==> config.mk <==
export PLATFORM = sky130hd
export DESIGN_NAME = line_support_score_best
export DESIGN_NICKNAME = d
export VERILOG_FILES = /design/src/design/lssb_pkg.sv /design/src/design/lssb_cfg.sv /design/src/design/lssb_ctrl.sv /design/src/design/lssb_dp.sv /design/src/design/line_support_score_best.sv
export SDC_FILE = /design/constraint.sdc
export NUM_CORES = 2
export LEC_CHECK = 0
export ABC_CLOCK_PERIOD_IN_PS = 18000
export BUFFER_PORTS_ARGS = -buffer_cell sky130_fd_sc_hd__buf_2
export CAP_MARGIN = 30
export CORE_AREA = 8 8 503 258
export CTS_CLUSTER_SIZE = 8
export DETAILED_ROUTE_END_ITERATION = 7
export DIE_AREA = 0 0 511 266
export GPL_ROUTABILITY_DRIVEN = 0
export PLACE_DENSITY = 0.86
export REMOVE_ABC_BUFFERS = 1
export SLEW_MARGIN = 0
export SYNTH_ARGS = -nofsm -noshare
export SYNTH_HDL_FRONTEND = slang
export SYNTH_SLANG_ARGS = --single-unit
==> constraint.sdc <==
create_clock -name i_clk -period 18 [get_ports i_clk]
set_input_delay 0 -clock i_clk [delete_from_list [all_inputs] [get_ports i_clk]]
set_output_delay 0 -clock i_clk [all_outputs]
set_load 0.1 [all_outputs]
==> src/design/lssb_pkg.sv <==
// ----------------------------------------------------------------------------
// lssb_pkg
// Shared types and constants for the line support scorer: register indexes,
// reset values, Q16 slope limits and the command/status bundles.
// ----------------------------------------------------------------------------
package lssb_pkg;

    // Field widths
    localparam int COORD_W = 10;
    localparam int THICK_W = 12;
    localparam int DIM_W   = 11;
    localparam int GRAY_W  = 8;
    localparam int SCORE_W = 28;
    localparam int INDEX_W = 8;
    localparam int CFG_IDX_W  = 3;
    localparam int CFG_DATA_W = 12;

    // Limits of the image and of the pass count
    localparam int MAX_DIM   = 1024;
    localparam int MAX_LINES = 256;

    // Slope window, Q16 tangents of 15 and 80 degrees
    localparam int TAN15_Q16 = 17560;
    localparam int TAN80_Q16 = 371673;

    localparam logic [SCORE_W-1:0] SCORE_MAX = {SCORE_W{1'b1}};

    // Register indexes
    localparam logic [CFG_IDX_W-1:0] REG_X_START   = 3'd0;
    localparam logic [CFG_IDX_W-1:0] REG_Y_START   = 3'd1;
    localparam logic [CFG_IDX_W-1:0] REG_X_END     = 3'd2;
    localparam logic [CFG_IDX_W-1:0] REG_Y_END     = 3'd3;
    localparam logic [CFG_IDX_W-1:0] REG_THICKNESS = 3'd4;
    localparam logic [CFG_IDX_W-1:0] REG_WIDTH     = 3'd5;
    localparam logic [CFG_IDX_W-1:0] REG_HEIGHT    = 3'd6;

    // Reset values
    localparam logic [THICK_W-1:0] THICK_RESET = 12'd16;
    localparam logic [DIM_W-1:0]   DIM_RESET   = 11'd1024;

    typedef struct packed {
        logic [COORD_W-1:0] x_start;
        logic [COORD_W-1:0] y_start;
        logic [COORD_W-1:0] x_end;
        logic [COORD_W-1:0] y_end;
        logic [THICK_W-1:0] thickness;
        logic [DIM_W-1:0]   width;
        logic [DIM_W-1:0]   height;
    } t_cfg;

    // Controller to datapath
    typedef struct packed {
        logic capture;
        logic accum;
        logic finish;
    } t_cmd;

    // Datapath to controller
    typedef struct packed {
        logic last;
        logic out_free;
    } t_sts;

endpackage

==> src/design/lssb_cfg.sv <==
// ----------------------------------------------------------------------------
// lssb_cfg
// Configuration register file: line endpoints, thickness and image size.
// ----------------------------------------------------------------------------
module lssb_cfg (
    input  logic                              i_clk,
    input  logic                              i_rst_n,
    input  logic                              i_cfg_valid,
    output logic                              o_cfg_ready,
    input  logic [lssb_pkg::CFG_IDX_W-1:0]    i_cfg_index,
    input  logic [lssb_pkg::CFG_DATA_W-1:0]   i_cfg_data,
    output lssb_pkg::t_cfg                    o_cfg
);

    lssb_pkg::t_cfg r_cfg;

    // Writes are always taken
    assign o_cfg_ready = 1'b1;
    assign o_cfg       = r_cfg;

    // Decode the index and store the truncated data
    always_ff @(posedge i_clk) begin
        if (!i_rst_n) begin
            r_cfg.x_start   <= '0;
            r_cfg.y_start   <= '0;
            r_cfg.x_end     <= '0;
            r_cfg.y_end     <= '0;
            r_cfg.thickness <= lssb_pkg::THICK_RESET;
            r_cfg.width     <= lssb_pkg::DIM_RESET;
            r_cfg.height    <= lssb_pkg::DIM_RESET;
        end else if (i_cfg_valid) begin
            case (i_cfg_index)
                lssb_pkg::REG_X_START:   r_cfg.x_start   <= i_cfg_data[lssb_pkg::COORD_W-1:0];
                lssb_pkg::REG_Y_START:   r_cfg.y_start   <= i_cfg_data[lssb_pkg::COORD_W-1:0];
                lssb_pkg::REG_X_END:     r_cfg.x_end     <= i_cfg_data[lssb_pkg::COORD_W-1:0];
                lssb_pkg::REG_Y_END:     r_cfg.y_end     <= i_cfg_data[lssb_pkg::COORD_W-1:0];
                lssb_pkg::REG_THICKNESS: r_cfg.thickness <= i_cfg_data[lssb_pkg::THICK_W-1:0];
                lssb_pkg::REG_WIDTH:     r_cfg.width     <= i_cfg_data[lssb_pkg::DIM_W-1:0];
                lssb_pkg::REG_HEIGHT:    r_cfg.height    <= i_cfg_data[lssb_pkg::DIM_W-1:0];
                default: begin
                end
            endcase
        end
    end

endmodule

==> src/design/lssb_ctrl.sv <==
// ----------------------------------------------------------------------------
// lssb_ctrl
// Sequencer: steps each pixel through the multiply, compare and accumulate
// steps of the datapath, and closes the pass on the last pixel.
// ----------------------------------------------------------------------------
module lssb_ctrl (
    input  logic           i_clk,
    input  logic           i_rst_n,
    input  logic           i_valid,
    output logic           o_ready,
    output lssb_pkg::t_cmd o_cmd,
    input  lssb_pkg::t_sts i_sts
);

    typedef enum logic [5:0] {
        S_IDLE = 6'b000001,
        S_MUL1 = 6'b000010,
        S_MUL2 = 6'b000100,
        S_MUL3 = 6'b001000,
        S_ACC  = 6'b010000,
        S_FIN  = 6'b100000
    } t_state;

    t_state r_state;
    t_state n_state;

    // Next state and commands
    always_comb begin
        n_state        = r_state;
        o_ready        = 1'b0;
        o_cmd.capture  = 1'b0;
        o_cmd.accum    = 1'b0;
        o_cmd.finish   = 1'b0;
        case (r_state)
            S_IDLE: begin
                o_ready = 1'b1;
                if (i_valid) begin
                    o_cmd.capture = 1'b1;
                    n_state       = S_MUL1;
                end
            end
            S_MUL1: n_state = S_MUL2;
            S_MUL2: n_state = S_MUL3;
            S_MUL3: n_state = S_ACC;
            S_ACC: begin
                o_cmd.accum = 1'b1;
                n_state     = i_sts.last ? S_FIN : S_IDLE;
            end
            S_FIN: begin
                // hold until the result register is free
                if (i_sts.out_free) begin
                    o_cmd.finish = 1'b1;
                    n_state      = S_IDLE;
                end
            end
            default: n_state = S_IDLE;
        endcase
    end

    always_ff @(posedge i_clk) begin
        if (!i_rst_n) begin
            r_state <= S_IDLE;
        end else begin
            r_state <= n_state;
        end
    end

endmodule

==> src/design/lssb_dp.sv <==
// ----------------------------------------------------------------------------
// lssb_dp
// Datapath: window test, slope test, squared distance test, saturating
// gray sum, best-line tracking and the result register.
// ----------------------------------------------------------------------------
module lssb_dp #(
    parameter int MAX_DIM   = lssb_pkg::MAX_DIM,
    parameter int MAX_LINES = lssb_pkg::MAX_LINES
) (
    input  logic                                i_clk,
    input  logic                                i_rst_n,
    input  lssb_pkg::t_cfg                      i_cfg,
    input  lssb_pkg::t_cmd                      i_cmd,
    output lssb_pkg::t_sts                      o_sts,
    input  logic [lssb_pkg::COORD_W-1:0]        i_pixel_col,
    input  logic [lssb_pkg::COORD_W-1:0]        i_pixel_row,
    input  logic [lssb_pkg::GRAY_W-1:0]         i_pixel_gray,
    input  logic                                i_new_set,
    input  logic                                i_last_pixel,
    input  logic                                i_out_ready,
    output logic                                o_out_valid,
    output logic [lssb_pkg::SCORE_W-1:0]        o_line_score,
    output logic                                o_slope_rejected,
    output logic [lssb_pkg::SCORE_W-1:0]        o_best_score,
    output logic [lssb_pkg::INDEX_W-1:0]        o_best_index,
    output logic                                o_best_valid
);

    localparam int SW = lssb_pkg::SCORE_W;
    localparam int IW = lssb_pkg::INDEX_W;

    // Captured pixel
    logic [lssb_pkg::GRAY_W-1:0]  r_gray;
    logic                         r_last;
    logic                         r_win;
    logic signed [10:0]           r_dx;
    logic signed [10:0]           r_dy;
    logic signed [10:0]           r_drow;
    logic signed [10:0]           r_dcol;
    logic [lssb_pkg::THICK_W-1:0] r_thick;

    // First multiply step
    logic signed [21:0] r_p1;
    logic signed [21:0] r_p2;
    logic [19:0]        r_dx2;
    logic [19:0]        r_dy2;
    logic [23:0]        r_tt;
    logic [24:0]        r_lo;
    logic [28:0]        r_hi;
    logic signed [10:0] r_ndy;
    logic               r_dxz;

    // Second step
    logic [20:0] r_mag;
    logic [20:0] r_s;
    logic        r_ok;

    // Third step
    logic [49:0] r_lhs;
    logic [44:0] r_rhs;

    // Pass and set state
    logic [SW-1:0] r_score;
    logic [SW-1:0] r_best_sum;
    logic [IW-1:0] r_best_idx;
    logic [IW-1:0] r_pass;
    logic          r_best_found;

    // Result register
    logic          r_out_valid;
    logic [SW-1:0] r_out_line;
    logic          r_out_rej;
    logic [SW-1:0] r_out_best;
    logic [IW-1:0] r_out_idx;
    logic          r_out_found;

    // Combinational helpers
    logic [lssb_pkg::COORD_W-1:0] w_cmin;
    logic [lssb_pkg::COORD_W-1:0] w_rmin;
    logic                         w_win;
    logic signed [21:0]           w_dx2;
    logic signed [21:0]           w_dy2;
    logic [9:0]                   w_ax;
    logic signed [10:0]           w_ady;
    logic signed [22:0]           w_e;
    logic [22:0]                  w_mag;
    logic [28:0]                  w_dy16;
    logic [41:0]                  w_mag2;
    logic [SW:0]                  w_sum;
    logic [SW-1:0]                w_pass_score;
    logic                         w_better;
    logic [IW:0]                  w_pass_inc;
    logic [IW-1:0]                w_pass_next;

    // Pixel window: lower-left corner of the line and image bounds
    always_comb begin
        w_cmin = (i_cfg.x_start < i_cfg.x_end) ? i_cfg.x_start : i_cfg.x_end;
        w_rmin = (i_cfg.y_start < i_cfg.y_end) ? i_cfg.y_start : i_cfg.y_end;
        w_win  = ({1'b0, i_pixel_col} < i_cfg.width)
              && ({1'b0, i_pixel_row} < i_cfg.height)
              && (32'(i_pixel_col) < MAX_DIM)
              && (32'(i_pixel_row) < MAX_DIM)
              && (i_pixel_col >= w_cmin)
              && (i_pixel_row >= w_rmin);
    end

    // Capture the pixel and the line geometry
    always_ff @(posedge i_clk) begin
        if (i_cmd.capture) begin
            r_gray  <= i_pixel_gray;
            r_last  <= i_last_pixel;
            r_win   <= w_win;
            r_dx    <= $signed({1'b0, i_cfg.x_end}) - $signed({1'b0, i_cfg.x_start});
            r_dy    <= $signed({1'b0, i_cfg.y_end}) - $signed({1'b0, i_cfg.y_start});
            r_drow  <= $signed({1'b0, i_pixel_row}) - $signed({1'b0, i_cfg.y_start});
            r_dcol  <= $signed({1'b0, i_pixel_col}) - $signed({1'b0, i_cfg.x_start});
            r_thick <= i_cfg.thickness;
        end
    end

    // Step one: cross products, squares and tangent bounds
    always_comb begin
        w_dx2 = r_dx * r_dx;
        w_dy2 = r_dy * r_dy;
        w_ax  = r_dx[10] ? 10'(-r_dx) : r_dx[9:0];
        w_ady = r_dx[10] ? -r_dy : r_dy;
    end

    always_ff @(posedge i_clk) begin
        r_p1  <= r_dx * r_drow;
        r_p2  <= r_dy * r_dcol;
        r_dx2 <= w_dx2[19:0];
        r_dy2 <= w_dy2[19:0];
        r_tt  <= 24'(r_thick) * 24'(r_thick);
        r_lo  <= 25'(lssb_pkg::TAN15_Q16) * 25'(w_ax);
        r_hi  <= 29'(lssb_pkg::TAN80_Q16) * 29'(w_ax);
        r_ndy <= w_ady;
        r_dxz <= (r_dx == '0);
    end

    // Step two: distance magnitude, squared length, slope decision
    always_comb begin
        w_e    = 23'(r_p1) - 23'(r_p2);
        w_mag  = w_e[22] ? 23'(-w_e) : 23'(w_e);
        w_dy16 = {3'b000, r_ndy[9:0], 16'd0};
    end

    always_ff @(posedge i_clk) begin
        r_mag <= w_mag[20:0];
        r_s   <= 21'(r_dx2) + 21'(r_dy2);
        r_ok  <= !r_dxz && !r_ndy[10] && (r_ndy != '0)
              && (w_dy16 >= 29'(r_lo)) && (w_dy16 <= r_hi);
    end

    // Step three: both sides of the squared distance test
    assign w_mag2 = 42'(r_mag) * 42'(r_mag);

    always_ff @(posedge i_clk) begin
        r_lhs <= {w_mag2, 8'd0};
        r_rhs <= 45'(r_tt) * 45'(r_s);
    end

    // Saturating sum and pass close-out
    always_comb begin
        w_sum        = {1'b0, r_score} + (SW+1)'(r_gray);
        w_pass_score = r_ok ? r_score : '0;
        w_better     = w_pass_score > r_best_sum;
        w_pass_inc   = {1'b0, r_pass} + (IW+1)'(1);
        w_pass_next  = (32'(w_pass_inc) == MAX_LINES) ? '0 : w_pass_inc[IW-1:0];
    end

    always_ff @(posedge i_clk) begin
        if (!i_rst_n) begin
            r_score      <= '0;
            r_best_sum   <= '0;
            r_best_idx   <= '0;
            r_pass       <= '0;
            r_best_found <= 1'b0;
        end else begin
            // clear the set ahead of this pixel
            if (i_cmd.capture && i_new_set) begin
                r_best_sum   <= '0;
                r_best_idx   <= '0;
                r_pass       <= '0;
                r_best_found <= 1'b0;
            end
            // add the gray value when the pixel lies on the line
            if (i_cmd.accum && r_win && r_ok && (50'(r_rhs) >= r_lhs)) begin
                r_score <= w_sum[SW] ? lssb_pkg::SCORE_MAX : w_sum[SW-1:0];
            end
            // close the pass
            if (i_cmd.finish) begin
                if (w_better) begin
                    r_best_sum   <= w_pass_score;
                    r_best_idx   <= r_pass;
                    r_best_found <= 1'b1;
                end
                r_pass  <= w_pass_next;
                r_score <= '0;
            end
        end
    end

    // Result register
    always_ff @(posedge i_clk) begin
        if (!i_rst_n) begin
            r_out_valid <= 1'b0;
        end else if (i_cmd.finish) begin
            r_out_valid <= 1'b1;
        end else if (i_out_ready) begin
            r_out_valid <= 1'b0;
        end
    end

    always_ff @(posedge i_clk) begin
        if (i_cmd.finish) begin
            r_out_line  <= w_pass_score;
            r_out_rej   <= !r_ok;
            r_out_best  <= w_better ? w_pass_score : r_best_sum;
            r_out_idx   <= w_better ? r_pass : r_best_idx;
            r_out_found <= w_better | r_best_found;
        end
    end

    assign o_sts.last     = r_last;
    assign o_sts.out_free = !r_out_valid || i_out_ready;

    assign o_out_valid      = r_out_valid;
    assign o_line_score     = r_out_line;
    assign o_slope_rejected = r_out_rej;
    assign o_best_score     = r_out_best;
    assign o_best_index     = r_out_idx;
    assign o_best_valid     = r_out_found;

endmodule

==> src/design/line_support_score_best.sv <==
// ----------------------------------------------------------------------------
// line_support_score_best
// Scores one candidate line per pass over a gray image and tracks the best.
// ----------------------------------------------------------------------------
// Each pixel runs from acceptance through the states MUL1, MUL2, MUL3 and
// ACC before the block is ready again; the last pixel of a pass also goes
// through FIN, which waits until the result register is free. The MUL
// states follow the datapath's three-step multiply chain (cross products,
// distance magnitude and squared length, both sides of the distance test),
// ACC accumulates, and FIN closes the pass and loads the result register.
// One result appears per pass, on the pixel flagged last_pixel. Load the
// line and image registers between pixels only while the block is idle.
module line_support_score_best #(
    parameter int MAX_DIM   = lssb_pkg::MAX_DIM,
    parameter int MAX_LINES = lssb_pkg::MAX_LINES
) (
    input  logic                                i_clk,
    input  logic                                i_rst_n,
    // pixel channel
    input  logic                                i_valid,
    output logic                                o_ready,
    input  logic [lssb_pkg::COORD_W-1:0]        i_pixel_col,
    input  logic [lssb_pkg::COORD_W-1:0]        i_pixel_row,
    input  logic [lssb_pkg::GRAY_W-1:0]         i_pixel_gray,
    input  logic                                i_new_set,
    input  logic                                i_last_pixel,
    // result channel
    output logic                                o_valid,
    input  logic                                i_ready,
    output logic [lssb_pkg::SCORE_W-1:0]        o_line_score,
    output logic                                o_slope_rejected,
    output logic [lssb_pkg::SCORE_W-1:0]        o_best_score,
    output logic [lssb_pkg::INDEX_W-1:0]        o_best_index,
    output logic                                o_best_valid,
    // configuration channel
    input  logic                                i_cfg_valid,
    output logic                                o_cfg_ready,
    input  logic [lssb_pkg::CFG_IDX_W-1:0]      i_cfg_index,
    input  logic [lssb_pkg::CFG_DATA_W-1:0]     i_cfg_data
);

    lssb_pkg::t_cfg w_cfg;
    lssb_pkg::t_cmd w_cmd;
    lssb_pkg::t_sts w_sts;

    // Register file
    lssb_cfg u_cfg (
        .i_clk       (i_clk),
        .i_rst_n     (i_rst_n),
        .i_cfg_valid (i_cfg_valid),
        .o_cfg_ready (o_cfg_ready),
        .i_cfg_index (i_cfg_index),
        .i_cfg_data  (i_cfg_data),
        .o_cfg       (w_cfg)
    );

    // Sequencer
    lssb_ctrl u_ctrl (
        .i_clk   (i_clk),
        .i_rst_n (i_rst_n),
        .i_valid (i_valid),
        .o_ready (o_ready),
        .o_cmd   (w_cmd),
        .i_sts   (w_sts)
    );

    // Datapath
    lssb_dp #(
        .MAX_DIM   (MAX_DIM),
        .MAX_LINES (MAX_LINES)
    ) u_dp (
        .i_clk            (i_clk),
        .i_rst_n          (i_rst_n),
        .i_cfg            (w_cfg),
        .i_cmd            (w_cmd),
        .o_sts            (w_sts),
        .i_pixel_col      (i_pixel_col),
        .i_pixel_row      (i_pixel_row),
        .i_pixel_gray     (i_pixel_gray),
        .i_new_set        (i_new_set),
        .i_last_pixel     (i_last_pixel),
        .i_out_ready      (i_ready),
        .o_out_valid      (o_valid),
        .o_line_score     (o_line_score),
        .o_slope_rejected (o_slope_rejected),
        .o_best_score     (o_best_score),
        .o_best_index     (o_best_index),
        .o_best_valid     (o_best_valid)
    );

endmodule

## Word-level counts from Yosys, hierarchy flattened

Cells that the tools add are included.

| storage, ports and cells | value |
|---|---|
| output and inout bits | 69 |
| register bits | 587 |

| cells by class | value |
|---|---|
| equality and inequality tests | 15 |
| $lt $le $gt $ge | 10 |
| bitwise operators | 2 |
| multiply operators | 9 |
| add/sub/neg operators | 11 |
| reductions and logical operators | 30 |
| muxes and demuxes | 33 |

Operators by type and width:

| kind | number |
|---|---|
| $mux W28 | 6 |
| $mux W8 | 7 |
| $ge A45 B50 Y1 | 1 |
| $mul A24 B21 Y45 | 1 |
| $mul A11 B11 Y22 | 2 |
| $sub A10 B10 Y11 | 4 |
| $mul A21 B21 Y42 | 1 |
| $mul A11 B11 Y20 | 2 |
| $pmux W6 S6 | 1 |
| $mux W10 | 3 |
| $add A28 B8 Y29 | 1 |
| $le A26 B29 Y1 | 1 |
| $mul A19 B10 Y29 const A | 1 |
| $gt A28 B28 Y1 | 1 |
| $ge A26 B25 Y1 | 1 |
| $mul A12 B12 Y24 | 1 |
| $sub A22 B22 Y23 | 1 |
| $lt A10 B11 Y1 | 2 |
| $mul A12 B10 Y22 const A | 1 |
| $add A20 B20 Y21 | 1 |
| $mux W21 | 1 |
| $neg A21 Y21 | 1 |
| $ge A10 B10 Y1 | 2 |
| $lt A10 B10 Y1 | 2 |
| 29 further kinds | 65 |

## Depth between registers and ports, before layout

| depth | value |
|---|---|
| depth after elaboration | 6 |
| gate-level depth with buffers | 28 |
| mapped depth without buffers | 26 |

## Cells and area by module

From an unflattened synthesis, not the netlist that was laid out.

| second synthesis, totals | value |
|---|---|
| cell total of the unflattened synthesis | 8246 |
| area total of the unflattened synthesis | 78193.7 um^2 |

By module, submodules not included:

| module | times used | area an instance (um^2) | cells each |
|---|---|---|---|
| lssb_dp | 1 | 75140.8 | 7950 |
| lssb_cfg | 1 | 2738.9 | 264 |
| lssb_ctrl | 1 | 314.1 | 32 |

## Worst setup path after synthesis

OpenSTA, ideal clock, no wires.

| timing | value |
|---|---|
| kind | reg-to-reg |
| start point | reg u_dp.r_dx[0] |
| end point | reg u_dp.r_hi[27] |
| path slack | 10.954 ns |
| cell stages (with the launch flop) | 23 |
| data arrival time | 6.919 ns |
| period minus slack after synthesis | 7.046 ns |
| path through | edfxtp_1 inv_1 ha_1 nand2_1 or3_1 o31a_1 xnor2_1 fa_1 inv_1 fa_1 fa_1 fa_1 fa_1 ha_1 a21o_1 a21oi_1 nand2_1 a41oi_1 nor3_1 o31a_1 nor2_1 o21ai_0 xor2_1 |

| on the way | value |
|---|---|
| word-level cells in the longest chain between the ends | 3 |

RTL lines:

| what | line | text |
|---|---|---|
| start: declaration | lssb_dp.sv:36 | `logic signed [10:0] r_dx;` |
| start signal: assignment | lssb_dp.sv:113 | `r_dx <= $signed({1'b0, i_cfg.x_end}) - $signed({1'b0, i_cfg.x_start});` |
| $neg A10 Y10 | lssb_dp.sv:125 | `w_ax = r_dx[10] ? 10'(-r_dx) : r_dx[9:0];` |
| $mux W10 (*) | lssb_dp.sv:125 |  |
| $mul A19 B10 Y29 (*) | lssb_dp.sv:136 | `r_hi <= 29'(lssb_pkg::TAN80_Q16) * 29'(w_ax);` |
| end signal: assignment | lssb_dp.sv:136 |  |
| end: declaration | lssb_dp.sv:49 | `logic [28:0] r_hi;` |

Every way passes the cells marked *; elsewhere a longest branch is shown, timed or not.
A chain may end at the register's enable or synchronous reset.

## Worst setup path after layout

| timing | value |
|---|---|
| start point | reg u_dp.r_s[6] |
| end point | reg u_dp.r_rhs[44] |

| on the way | value |
|---|---|
| word-level cells in the longest chain between the ends | 1 |

RTL lines:

| what | line | text |
|---|---|---|
| start: declaration | lssb_dp.sv:55 | `logic [20:0] r_s;` |
| start signal: assignment | lssb_dp.sv:150 | `r_s <= 21'(r_dx2) + 21'(r_dy2);` |
| $mul A24 B21 Y45 | lssb_dp.sv:160 | `r_rhs <= 45'(r_tt) * 45'(r_s);` |
| end signal: assignment | lssb_dp.sv:160 |  |
| end: declaration | lssb_dp.sv:60 | `logic [44:0] r_rhs;` |

No other way between the ends.

==> metrics.cfg <==
[worst_setup_path]
r2r_cells = 22
r2r_slack_ns = 9.99
worstPathRequired_ns = 18.56
critical_path_class = reg -> reg
cp-start-kind = flop
crit_path_end_kind = flop
crit_end = u_dp.r_rhs[44]$_DFF_P_
worstPathMaxFanout = 23
worstPathArrival_ns = 8.56
critPathLaunch = u_dp.r_s[6]$_DFF_P_
worstReg2RegEnd = u_dp.r_rhs[44]$_DFF_P_
rr_startpoint = u_dp.r_s[6]$_DFF_P_

[grt]
grt-ovfl-total = 0
grt_max_degree = 99
grt_pass1_vias = 63700
grt.total_usage_pct = 30.1
antenna_found_initial = 0
grt_pass1_wl_mm = 333

[yosys]
syn_inst = 8496
dominantRegCellSynth = dfxtp_1
synth_cell_type_count = 83
mappedNetlistArea_um2 = 79000
postSynthAreaPerCell_um2 = 9.30
synth_edf_count = 132
yosysWarnings = 0
synth_fa_ha_area_share_pct = 47.2
synth-simple-area-share_pct = 14.3
ys_seq_elements = 580
muxShareOfSynthArea_pct = 0.342
synth_top_family_by_area = adder cells
async_reset_ff_share_pct = 0
synth_compound_area_share_pct = 8.14
ys_seq_area_share_pct = 16.4
synthXorXnorAreaFrac_pct = 3.59

[clock_network]
clock_path_buffers = 3
cts.sinks = 580
cts_made_buffers = 84
clk_latency_ns = 0.72
cts_resized = 0
clkSlewWorstSetupHoldPaths_ns = 0.06
cts_tree = yes
clockRootBuffer = clkbuf_16
holdBufCountCts = 73
cts_max_level = 3
post-cts-setup-buffers = 0

[sta]
fmax_mhz = 125
max_slew_margin_pct = 22.8
setup_viol = 0
hold_viol_final = 0
finalCritPeriodShare_pct = 44.5
tns_ns = 0
period_minus_slack_ns = 8.01
worst_pin_slew_ns = 1.16
slew_violations = 0
finClkSkew_ns = 0.110
rsz0062_at_grt = no

[place]
place_hpwl_mm = 161
port_buffers = 117

[cells_and_area]
filler_cell_count = 8644
drive_above_1_share_pct = 3.95
final_common_cell = inv_1
antenna_cells = 0
final_cell_mix = inv_1 (1817), fa_1 (1305), ha_1 (894)
nets = 10800
area_delta_synth_final_pct = 6.80

[floorplanning]
fp.dieH_um = 266
rows = 91
core_um2 = 122000
dieArea_um2 = 136000
fp.dieW_um = 511
start_util_pct = 64.6
io_pins = 119

[status]
outcome = finished, final reports clean

[route]
drtIter0Drc = 6143
detail-route-antenna-nets = 0
routed_wl_mm = 204
drt_first_pass_iters = 8
routedWlPerCell_um = 20.0
drc = 0
avgViaCountPerCell = 5.84
dr_total_vias = 59700

[hold_path]
hold_path.class = in -> reg

[run]
maxCapViolCount = 0

-- kinds of logic after synthesis --
group / Yosys count
DFF: 580
AOI/OAI and AO/OA: 962
buffers and inverters: 2122
xor gates and xnor gates: 324
other: 2
adders and majority gates: 2199
and+or+nand+nor: 2282
muxes: 25
-- state kept, by name (all words and copies together) (netlist names), 11 cells and up --
signal and flops:
u_dp.r_dx2 19, u_dp.r_rhs 45, u_dp.r_thick 12, u_cfg.o_cfg 74, u_dp.r_tt 23, u_dp.r_p1 22, u_dp.r_hi 28, u_dp.r_dcol 11
u_dp.r_p2 22, u_dp.r_mag 21, u_dp.r_lhs 41, u_dp.o_best_score 28, u_dp.r_drow 11, u_dp.o_line_score 28, u_dp.r_score 28, u_dp.r_dy 11
u_dp.r_best_sum 28, u_dp.r_lo 21, u_dp.r_s 21, u_dp.r_dy2 19, u_dp.r_dx 11
-- layout make-up --
cell class / instances / area [µm²] / share of cell area [%]
multi-input cells: 5805 / 58200 / 68.9
flip-flops and latches: 580 / 12900 / 15.3
inverters: 1820 / 6830 / 8.09
clock buffers: 121 / 2280 / 2.70
well taps: 1627 / 2040 / 2.41
repair buffers: 264 / 1970 / 2.33
clock inverters: 9 / 178 / 0.210
-- synthesized netlist by cell type, types with 30 or more instances --
library cell / count / share of area (%)
xnor2_1: 252 / 2.8
a21boi_0: 99 / 0.94
and2_1: 624 / 4.9
edfxtp_1: 132 / 5.0
xor2_1: 72 / 0.80
o21ai_0: 209 / 1.3
fa_1: 1305 / 33
clkbuf_1: 293 / 1.4
o21a_1: 36 / 0.34
nor2_1: 256 / 1.2
dfxtp_1: 448 / 11
or3_1: 31 / 0.25
ha_1: 894 / 14
nor2b_1: 62 / 0.49
inv_1: 1817 / 8.6
a211oi_1: 30 / 0.28
nor3_1: 77 / 0.49
nand4_1: 65 / 0.51
and3_1: 42 / 0.33
nand3_1: 97 / 0.61
nand2b_1: 63 / 0.50
a21o_1: 139 / 1.3
nand2_1: 892 / 4.2
a21oi_1: 201 / 1.3
-- critical path, stage by stage (launching register included) --
cell	delay, ns
dfxtp_1	1.05
nand2_1	0.18
fa_1	0.55
fa_1	0.52
fa_1	0.53
inv_1	0.06
fa_1	0.58
fa_1	0.46
fa_1	0.51
inv_1	0.06
fa_1	0.48
inv_1	0.04
ha_1	0.35
and3_1	0.23
nand3_1	0.16
inv_1	0.10
a221oi_1	0.47
o211ai_1	0.25
a211o_1	0.36
a31oi_1	0.39
o2111ai_1	0.19
a21oi_1	0.23
xnor2_1	0.14
-- per-layer routing --
layer	global-route usage (%)	up-vias	routed length, µm
li1	-	26500	-
met1	42.5	29400	85300
met2	45.4	3299	87800
met3	8.99	467	25800
met4	8.11	0	5360
met5	0	-	0
-- worst min path at each step --
stage | startpoint | to | slack (ns) | depth (start not counted)
after floorplan | i_rst_n | u_cfg.o_cfg[10]$_SDFFE_PN1P_ | 0.07 | 1
after global placement | i_pixel_gray[1] | u_dp.r_gray[1]$_DFFE_PP_ | 0.19 | 1
after detailed placement | i_pixel_gray[5] | u_dp.r_gray[5]$_DFFE_PP_ | 0.18 | 1
after CTS | i_pixel_row[5] | u_dp.r_drow[5]$_DFFE_PP_ | 0.006 | 4
after global routing | i_pixel_row[5] | u_dp.r_drow[5]$_DFFE_PP_ | 0.003 | 4
final | i_pixel_row[5] | u_dp.r_drow[5]$_DFFE_PP_ | 0.03 | 4
-- per-stage QoR --
| stage | instance area, µm² | std cells | hold WS, ns | setup slack, ns | utilization [%] |
|---|---|---|---|---|---|
| after CTS | 84300 | 10200 | 0.00642 | 10.21 | 68.9 |
| after detailed placement | 81100 | 10000 | 0.185 | 10.33 | 66.3 |
| after global placement | 81000 | 10000 | 0.186 | 10.47 | 66.2 |
| final | 84400 | 10200 | 0.0269 | 9.99 | 69.0 |
| after global routing | 84400 | 10200 | 0.00322 | 9.73 | 69.0 |
| after floorplan | 77900 | 8205 | 0.0718 | 10.81 | - |
Power is left out: the tool's default activity adds up to more than one toggle a clock period on the data nets, which glitch-free logic cannot reach.
